==> src/crvs_pkg.sv <==
// Shared constants, types and helpers for the CSR row vector segmenter.
`default_nettype none

package crvs_pkg;

    // Lane count of one vector. Block and lane arithmetic uses shifts and masks,
    // so LANES is a power of two.
    localparam int unsigned LANES     = 8;
    localparam int unsigned LANE_BITS = $clog2(LANES);

    localparam int unsigned OFS_W   = 32;
    localparam int unsigned COUNT_W = 30;
    localparam int unsigned MASK_W  = 8;
    localparam int unsigned ROW_W   = 32;
    localparam int unsigned BLOCK_W = 29;
    localparam int unsigned RECN_W  = 32;

    localparam logic [COUNT_W-1:0] COUNT_MAX = {COUNT_W{1'b1}};

    typedef struct packed {
        logic [LANE_BITS-1:0] lane_fill;
        logic [LANES-1:0]     boundary_mask;
        logic [ROW_W-1:0]     group_first_row;
        logic [BLOCK_W-1:0]   group_first_block;
        logic [ROW_W-1:0]     row_counter;
        logic [RECN_W-1:0]    record_counter;
    } t_state;

    localparam t_state ST_RESET = '{
        lane_fill:         '0,
        boundary_mask:     LANES'(1),
        group_first_row:   '0,
        group_first_block: '0,
        row_counter:       '0,
        record_counter:    '0
    };

    typedef struct packed {
        logic [COUNT_W-1:0] group_count;
        logic [MASK_W-1:0]  row_mask;
        logic [ROW_W-1:0]   first_row;
        logic [BLOCK_W-1:0] first_block;
        logic [RECN_W-1:0]  record_number;
        logic               last_of_step;
    } t_rec;

    typedef struct packed {
        logic [1:0] n_recs;
        t_rec       rec0;
        t_rec       rec1;
        t_state     nxt;
    } t_step;

    // Lane mask to the 8-bit output field: low bits kept, zero filled.
    function automatic logic [MASK_W-1:0] to_row_mask(input logic [LANES-1:0] bm);
        logic [LANES+MASK_W-1:0] ext;
        ext = (LANES + MASK_W)'(bm);
        return ext[MASK_W-1:0];
    endfunction

endpackage

`default_nettype wire

==> src/csr_row_vector_segmenter.sv <==
// Top level of the CSR row vector segmenter: input register, step, record buffer.
`default_nettype none

// Channel  Dir  Fields (tdata low bit up)                         tlast
// s_*      in   row_start[31:0], row_end[63:32]                   last_row
// m_*      out  group_count[29:0], row_mask[37:30],               last_of_step
//               first_row[69:38], first_block[98:70],
//               record_number[130:99], zero pad[135:131]
//
// Flow: a row transfer is registered, stepped against the open vector state
// and its records are registered into a two-entry record buffer. A row
// giving two records fills both slots, and the single master channel moves
// one record per transfer.
// Reset (i_rst_n low, synchronous) empties the pipeline and restores the
// vector state; no clearing pass. A stalled master holds the buffer; a row
// that yields records waits in the input register until the buffer drains,
// stalling the slave side, while rows that yield none still step through.

module csr_row_vector_segmenter
    import crvs_pkg::*;
(
    input  wire logic         i_clk,
    input  wire logic         i_rst_n,

    input  wire logic         i_s_tvalid,
    output logic              o_s_tready,
    input  wire logic [63:0]  i_s_tdata,   // row_start, row_end
    input  wire logic         i_s_tlast,   // last_row

    output logic              o_m_tvalid,
    input  wire logic         i_m_tready,
    output logic [135:0]      o_m_tdata,   // group_count, row_mask, first_row,
                                           // first_block, record_number, pad
    output logic              o_m_tlast    // last_of_step
);

    // input register
    logic             r_in_v, n_in_v;
    logic [OFS_W-1:0] r_in_rs, n_in_rs;
    logic [OFS_W-1:0] r_in_re, n_in_re;
    logic             r_in_last, n_in_last;

    // open vector state
    t_state           r_st, n_st;

    // record buffer: slot0 is presented, slot1 waits behind it
    logic [1:0]       r_cnt, n_cnt;
    t_rec             r_slot0, n_slot0;
    t_rec             r_slot1, n_slot1;

    t_step            step;
    logic             take;
    logic             fire;
    logic             s_xfer;
    logic [1:0]       cnt_left;

    crvs_step u_step (
        .i_row_start (r_in_rs),
        .i_row_end   (r_in_re),
        .i_last_row  (r_in_last),
        .i_st        (r_st),
        .o_step      (step)
    );

    always_comb begin
        take     = (r_cnt != 2'd0) && i_m_tready;
        cnt_left = r_cnt - {1'b0, take};
        // a row steps once the buffer will be empty, or right away if it
        // produces no records
        fire       = r_in_v && ((step.n_recs == 2'd0) || (cnt_left == 2'd0));
        o_s_tready = !r_in_v || fire;
        s_xfer     = i_s_tvalid && o_s_tready;

        n_in_v    = s_xfer || (r_in_v && !fire);
        n_in_rs   = s_xfer ? i_s_tdata[31:0]  : r_in_rs;
        n_in_re   = s_xfer ? i_s_tdata[63:32] : r_in_re;
        n_in_last = s_xfer ? i_s_tlast        : r_in_last;

        n_st    = fire ? step.nxt : r_st;
        n_cnt   = r_cnt;
        n_slot0 = r_slot0;
        n_slot1 = r_slot1;
        if (fire && (step.n_recs != 2'd0)) begin
            n_slot0 = step.rec0;
            n_slot1 = step.rec1;
            n_cnt   = step.n_recs;
        end else if (take) begin
            n_slot0 = r_slot1;
            n_cnt   = cnt_left;
        end
    end

    always_ff @(posedge i_clk) begin
        if (!i_rst_n) begin
            r_in_v <= 1'b0;
            r_cnt  <= 2'd0;
            r_st   <= ST_RESET;
        end else begin
            r_in_v <= n_in_v;
            r_cnt  <= n_cnt;
            r_st   <= n_st;
        end
    end

    always_ff @(posedge i_clk) begin
        r_in_rs   <= n_in_rs;
        r_in_re   <= n_in_re;
        r_in_last <= n_in_last;
        r_slot0   <= n_slot0;
        r_slot1   <= n_slot1;
    end

    assign o_m_tvalid = r_cnt != 2'd0;
    assign o_m_tdata  = {5'b0, r_slot0.record_number, r_slot0.first_block,
                         r_slot0.first_row, r_slot0.row_mask, r_slot0.group_count};
    assign o_m_tlast  = r_slot0.last_of_step;

endmodule

`default_nettype wire

==> src/crvs_step.sv <==
// Combinational step logic: one row against the open vector state.
`default_nettype none

module crvs_step
    import crvs_pkg::*;
(
    input  wire logic [OFS_W-1:0] i_row_start,
    input  wire logic [OFS_W-1:0] i_row_end,
    input  wire logic             i_last_row,
    input  wire t_state           i_st,
    output t_step                 o_step
);

    logic [OFS_W-1:0]     cur;
    logic [OFS_W:0]       sum;
    logic                 wrap;
    logic                 fill_nz;
    logic [LANE_BITS:0]   top;
    logic [OFS_W-1:0]     body;
    logic [OFS_W-1:0]     runs;
    logic                 runs_nz;
    logic [LANE_BITS-1:0] rem;
    logic                 rem_nz;
    logic [BLOCK_W-1:0]   run_block;
    logic [COUNT_W-1:0]   run_count;
    logic [LANE_BITS-1:0] fill_new;
    t_rec                 mixed;
    t_rec                 run;
    t_state               nxt;
    logic [1:0]           n_recs;

    always_comb begin
        // reversed row counts as empty
        cur       = (i_row_end >= i_row_start) ? (i_row_end - i_row_start) : '0;
        sum       = {1'b0, cur} + (OFS_W + 1)'(i_st.lane_fill);
        wrap      = sum >= (OFS_W + 1)'(LANES);
        fill_nz   = i_st.lane_fill != '0;
        top       = fill_nz ? ((LANE_BITS + 1)'(LANES) - (LANE_BITS + 1)'(i_st.lane_fill))
                            : '0;
        body      = cur - OFS_W'(top);
        runs      = body >> LANE_BITS;
        runs_nz   = runs != '0;
        rem       = body[LANE_BITS-1:0];
        rem_nz    = rem != '0;
        run_block = BLOCK_W'(({1'b0, i_row_start} + (OFS_W + 1)'(top)) >> LANE_BITS);
        run_count = (runs > OFS_W'(COUNT_MAX)) ? COUNT_MAX : COUNT_W'(runs);
        fill_new  = i_st.lane_fill + cur[LANE_BITS-1:0];

        mixed.group_count   = COUNT_W'(1);
        mixed.row_mask      = to_row_mask(i_st.boundary_mask);
        mixed.first_row     = i_st.group_first_row;
        mixed.first_block   = i_st.group_first_block;
        mixed.record_number = i_st.record_counter;
        mixed.last_of_step  = !runs_nz;

        run.group_count   = run_count;
        run.row_mask      = MASK_W'(1);
        run.first_row     = i_st.row_counter;
        run.first_block   = run_block;
        run.record_number = fill_nz ? (i_st.record_counter + RECN_W'(1))
                                    : i_st.record_counter;
        run.last_of_step  = 1'b1;

        nxt             = i_st;
        nxt.row_counter = i_st.row_counter + ROW_W'(1);
        if (wrap) begin
            n_recs                = {1'b0, fill_nz} + {1'b0, runs_nz};
            nxt.lane_fill         = rem;
            nxt.boundary_mask     = LANES'(1) | (rem_nz ? (LANES'(1) << rem) : '0);
            nxt.group_first_row   = rem_nz ? i_st.row_counter
                                           : (i_st.row_counter + ROW_W'(1));
            nxt.group_first_block = rem_nz ? BLOCK_W'((i_row_end - OFS_W'(rem)) >> LANE_BITS)
                                           : BLOCK_W'(i_row_end >> LANE_BITS);
        end else begin
            n_recs            = 2'd0;
            nxt.lane_fill     = fill_new;
            nxt.boundary_mask = i_st.boundary_mask | (LANES'(1) << fill_new);
        end
        nxt.record_counter = i_st.record_counter + RECN_W'(n_recs);
        if (i_last_row) begin
            nxt = ST_RESET;
        end

        o_step.n_recs = n_recs;
        o_step.rec0   = fill_nz ? mixed : run;
        o_step.rec1   = run;
        o_step.nxt    = nxt;
    end

endmodule

`default_nettype wire
==> config.mk <==
export PLATFORM = sky130hd
export DESIGN_NAME = csr_row_vector_segmenter
export DESIGN_NICKNAME = d
export VERILOG_FILES = /design/src/crvs_pkg.sv /design/src/csr_row_vector_segmenter.sv /design/src/crvs_step.sv
export SDC_FILE = /design/constraint.sdc
export NUM_CORES = 1
export LEC_CHECK = 0
export BUFFER_PORTS_ARGS = -buffer_cell sky130_fd_sc_hd__buf_2
export CORE_UTILIZATION = 45
export CTS_BUF_LIST = sky130_fd_sc_hd__clkbuf_2 sky130_fd_sc_hd__clkbuf_4 sky130_fd_sc_hd__clkbuf_8
export CTS_CLUSTER_SIZE = 28
export DETAILED_ROUTE_END_ITERATION = 7
export REMOVE_ABC_BUFFERS = 1
export SLEW_MARGIN = 40
export SYNTH_ARGS = -nofsm -noshare
export SYNTH_HDL_FRONTEND = slang
export SYNTH_SLANG_ARGS = --single-unit
==> constraint.sdc <==
create_clock -name i_clk -period 20.7 [get_ports i_clk]
set_input_delay 4.14 -clock i_clk [delete_from_list [all_inputs] [get_ports i_clk]]
set_output_delay 4.14 -clock i_clk [all_outputs]
set_load 0.02 [all_outputs]
# [Word-level counts from Yosys, hierarchy flattened]
# Cells that the tools add are included.
[classes] n_addsub=12 n_lt_le_gt_ge=3 n_shift=2 mux=16 bitwise=1 n_reduce_logical=21
[ops] operator="132-bit 2-to-1 mux" n=3
[ops] operator="136-bit 2-to-1 mux" n=1
[ops] operator="32-bit 2-to-1 mux" n=3
[ops] operator="32-bit by 1-bit adder with 32-bit output, second input constant" n=2
[ops] operator="61-bit 2-to-1 mux" n=1
[ops] operator="32-bit by 3-bit adder with 33-bit output" n=1
[ops] operator="33-bit by 4-bit >= comparator with 1-bit output, second input constant" n=1
[ops] operator="32-bit by 2-bit adder with 32-bit output" n=1
[ops] operator="32-bit by 4-bit adder with 32-bit output" n=1
[ops] operator="32-bit >= comparator" n=1
[ops] operator="32-bit nonzero test" n=1
[ops] operator="32-bit by 3-bit subtractor with 32-bit output" n=1
[ops] operator="32-bit subtractor" n=1
[ops] operator="32-bit by 4-bit subtractor with 32-bit output" n=1
[ops] operator="29-bit by 30-bit > comparator with 1-bit output, second input constant" n=1
[ops] operator="30-bit 2-to-1 mux" n=1
[ops] operator="29-bit 2-to-1 mux" n=1
[ops] operator="1-bit by 3-bit left shift with 8-bit output, first input constant" n=2
[ops] operator="11-bit 2-to-1 mux" n=1
[ops] operator="8-bit 2-to-1 mux" n=1
[ops] operator="8-bit bitwise OR" n=1
[ops] operator="2-bit nonzero test" n=4
[ops] operator="2-bit 2-to-1 mux" n=3
[ops] operator="3-bit nonzero test" n=2
[ops] operator="10 further kinds" n=19
[word_totals] register_bits=459 inputBits=69

# [Longest topological paths before layout]
[logic_depth] ltp_word=12 ltp_mapped=38

# [Hierarchy]
# A second synthesis with hierarchy kept.
[unflattened] hier_cells=2846 area_unflattened_um2=27771.6
[by_module_without_submodules] mod="csr_row_vector_segmenter" n_inst=1 cells_per_inst=1099 area_per_inst_um2=16727.3
[by_module_without_submodules] mod="crvs_step" n_inst=1 cells_per_inst=1747 area_per_inst_um2=11044.3

# [Worst setup path after synthesis]
# Ideal clock, no wire load.
[synth_timing] path_kind="reg2out" from="register r_in_re[27]" to="output port o_s_tready" arrival_ns=6.890 t_required_ns=16.560 slack_ns=9.670 stages_incl_launch_ff=28 n_path_buf=4 cell_sequence="edfxtp_1 -> ha_1 -> buf_2 -> nand4_1 -> nor4_2 -> nand4_1 -> o311a_1 -> nand2_1 -> buf_2 -> buf_2 -> buf_1 -> and2_1 -> inv_1 -> fa_1 -> nand2_1 -> o2111ai_2 -> and2_1 -> a32o_1 -> or4b_1 -> or4_1 -> or4_1 -> nor4b_2 -> nand4b_1 -> ha_1 -> nor2_1 -> a31o_2 -> a21oi_1 -> nand2_1"
[synth_between] elab_chain_len=10
[synth_lines] element="start: declaration" line="csr_row_vector_segmenter.sv:40" text="logic [OFS_W-1:0] r_in_re, n_in_re;"
[synth_lines] element="start signal: assignment" line="csr_row_vector_segmenter.sv:107" text="r_in_re <= n_in_re;"
[synth_lines] element="32-bit subtractor or 32-bit >= comparator (tied branches)" line="crvs_step.sv:34" text="cur = (i_row_end >= i_row_start) ? (i_row_end - i_row_start) : '0;"
[synth_lines] element="32-bit 2-to-1 mux (*)" line="crvs_step.sv:34"
[synth_lines] element="parallel branches: the longest is 3 deep, another holds 32-bit by 3-bit adder with 33-bit output"
[synth_lines] element="2-bit 2-to-1 mux (*)" line="crvs_step.sv:66" text="if (wrap) begin"
[synth_lines] element="2-bit logical NOT (*)" line="csr_row_vector_segmenter.sv:70" text="fire = r_in_v && ((step.n_recs == 2'd0) || (cnt_left == 2'd0));"
[synth_lines] element="1-bit logical OR (*)" line="csr_row_vector_segmenter.sv:70"
[synth_lines] element="1-bit logical AND (*)" line="csr_row_vector_segmenter.sv:70"
[synth_lines] element="1-bit logical OR (*)" line="csr_row_vector_segmenter.sv:71" text="o_s_tready = !r_in_v || fire;"
[synth_lines] element="end: declaration" line="csr_row_vector_segmenter.sv:26" text="output logic o_s_tready,"
# Every way passes the cells marked *.

# [Worst setup path in the final report]
[layout_timing] from="register r_in_re[26]" to="output port o_s_tready"
# Same word-level chain as after synthesis.

==> results.yml <==
critical_path:
  crit_type: "reg -> out"
  critPathMaxFanout: 31
  cp-end-kind: "output port"
  start_kind: "register"
  critPathArrivalTime_ns: 8.86
  cp.required_ns: 16.56
  critPathSlowestCell: "nor4_2"
  max_stage_delay_ns: 0.55
clocking:
  cts_tree: "yes"
  postCtsSetupBuffers: 0
  cts_inserted_buffers: 79
  clk_pin_slew_ns: 0.06
  cts-hold-fix-buffers: 0
  cts_sinks: 457
  htree_num_levels: 3
  insertion_delay_ns: 0.67
  cts-root-buf: "clkbuf_8"
  clock_path_buffers: 3
  ctsResizeCount: 0
timing:
  clock_skew_ns: 0.03740
  slew_headroom: 0.4297
  worst_pin_slew_ns: 0.8477
  final-hold-violation-count: 0
  tns_ns: 0
  fmax_mhz: 76.90
  rsz0062_at_grt: "no"
  slew_viol_final: 0
  fin_crit_ns: 13.00
  period_share: 0.6282
  setup_violations: 0
  holdWs_ns: 0.4586
synthesis:
  synth-edff-count: 318
  synth_area_mm2: 0.02465
  syn_inst: 2457
  ys.flop_type: "edfxtp_1"
  async_flop_share: 0
  netlist.area_leader.share: 0.3874
  synth_top_area_cell: "edfxtp_1"
  synthTopCellsByArea: "edfxtp_1 39%, dfxtp_1 11%, nand2_1 5.7%"
  synth-simple-area-share: 0.1908
  synth_compound_area_frac: 0.1518
  yosysSeqAreaShare: 0.5003
  ys_warn_count: 0
  synth_mux_area_frac: 0.03071
  synth_top_family_by_area: "simple AND/OR/NAND/NOR gates"
  synth-xor-area-share: 0.05401
  synth_fa_ha_area_frac: 0.03005
  avgSynthCellArea_um2: 10.03
  ys_types: 99
  synth_seq_cells: 457
route:
  drc: 0
  wl_per_cell_um: 19.57
  wl_um: 65890
  via_count: 19430
  ant_nets: 0
  viasPerCell: 5.772
  dr.pass1.iters: 6
  drtIter0Drc: 1324
place:
  numPortBuffers: 201
  dp_cells: 3218
  finalWeightedCongestion: 0.9072
  hpwl_um: 45960
power_and_ir_drop:
  internal_power_mw: 2.369
  power_frac_comb: 0.433
  netSwitchingPower_mw: 1.685
  power.share.switching: 0.4156
  leakagePower_nw: 10.37
  clkPwrFrac: 0.211
  sequentialPowerShare: 0.355
  ir_drop_v: 0.00007957
  powerDensity_mw_per_mm2: 145.8
global_route:
  grt_pass1_vias: 19010
  grt_pass1_wl_um: 103700
  antenna_found_initial: 3
  grt_overflow: 0
  grt_usage: 0.2342
  grt_start_max_net_pins: 111
outcome:
  status: "finished, final reports clean"
floorplanning:
  ios: 208
  die-area_mm2: 0.05571
  core_area_mm2: 0.05392
  die_y_um: 236.0
  initial_core_util: 0.4571
  die_w_um: 236.0
  rows: 85
finish:
  layout.nets: 2728
  layout-drive-gt1-share: 0.1627
  layout_commonest_cell: "nand2_1"
  final_cell_mix: "372 x nand2_1, 318 x edfxtp_1, 201 x buf_2, 155 x o21ai_0, 146 x nor2_1"
  multi_input_comb_area_mm2: 0.01143
  seqCellArea_mm2: 0.01233
  n_fill_cell: 5014
  area_growth_pct: 12.79
  instances_no_fill: 3367
min_path:
  hold_class: "reg -> reg"
run:
  drv_cap: 0
[cells in the mapped netlist, types with 17 or more instances]
| cell | n |
|---|---|
| nand4_1 | 46 |
| nand2b_1 | 17 |
| o2bb2ai_1 | 66 |
| and3_1 | 35 |
| a21o_1 | 18 |
| nand3_1 | 63 |
| o31ai_1 | 27 |
| or3_1 | 28 |
| o211ai_1 | 27 |
| and2_1 | 23 |
| xnor2_1 | 97 |
| nor2_1 | 146 |
| o21ai_0 | 156 |
| clkbuf_1 | 79 |
| mux2i_1 | 61 |
| dfxtp_1 | 139 |
| nand2_1 | 373 |
| or2_2 | 18 |
| edfxtp_1 | 318 |
| a31oi_1 | 28 |
| a21oi_1 | 98 |
| buf_2 | 40 |
| xor2_1 | 55 |
| or4_1 | 50 |
| inv_1 | 69 |
| nor4_1 | 19 |
| ha_1 | 52 |
| buf_4 | 26 |
| nand3b_1 | 23 |
| nor3_1 | 38 |
[routing by layer]
metal,GRT usage,part of all wire,vias to the layer above
met5,0,0.00020,-
met4,0.08497,0.024,2
met3,0.03125,0.043,104
met2,0.4014,0.49,494
met1,0.3018,0.44,9442
li1,-,-,9392
[registers in the layout, summed over array words and instances (netlist names)]
name and flops:
r_slot1 122, r_cnt 2, o_m_tdata 130, r_in_rs 32, r_in_re 32, r_in_last 1, r_st 136, o_m_tlast 1
r_in_v 1
[final timing paths]
check,start,endpoint,slack [ns],depth (start not counted)
worst max register to register,r_in_re[26],r_st[61],10.95,27
worst max-delay path,r_in_re[26],o_s_tready,7.70,25
worst min register to register,r_st[84],r_st[84],0.46,1
worst min-delay path,r_st[84],r_st[84],0.46,1
[power by group through the flow]
stage	combinational, mW	clock [mW]	sequential [mW]
final	1.76	0.857	1.44
after global routing	1.92	0.916	1.47
after CTS	1.77	0.880	1.44
after detailed placement	1.76	0	1.46
after global placement	1.73	0	1.45
after floorplan	1.04	0	1.64
[per-stage QoR]
stage	util	area [um2]	total power, mW	setup slack [ns]
2_1_floorplan	-	23890	2.681	1.254
3_3_place_gp	0.4817	25970	3.186	8.785
3_5_place_dp	0.4839	26090	3.221	8.489
4_1_cts	0.5148	27760	4.092	7.727
5_1_grt	0.5154	27790	4.305	7.125
6_report	0.5156	27800	4.054	7.696
[kinds of logic after synthesis]
kind of cell             Yosys count
buffers and inverters            231
AND/OR/NAND/NOR                  939
multiplexers                      74
AO/OA/AOI/OAI                    546
adder cells (fa/ha/maj)           57
flip-flops                       457
other                              1
XOR/XNOR                         152
[critical path: cells and delay by family (launching register included)]
kind | cells | cell delay [ns]
XOR/XNOR | 1 | 0.14
AO/OA/AOI/OAI | 4 | 1.12
buffers and inverters | 2 | 0.53
flip-flops | 1 | 0.43
AND/OR/NAND/NOR | 15 | 4.74
adder cells (fa/ha/maj) | 3 | 1.23
[cell type report]
cell class	instances	share of cell area
flip-flops and latches	457	0.4436
multi-input cells	1774	0.4110
clock buffers	118	0.05189
repair buffers	221	0.04406
well taps	696	0.03133
inverters	70	0.009722
clock inverters	28	0.008102
diodes	3	0.0002701
Note: power is estimated with default switching activity, not from simulation.
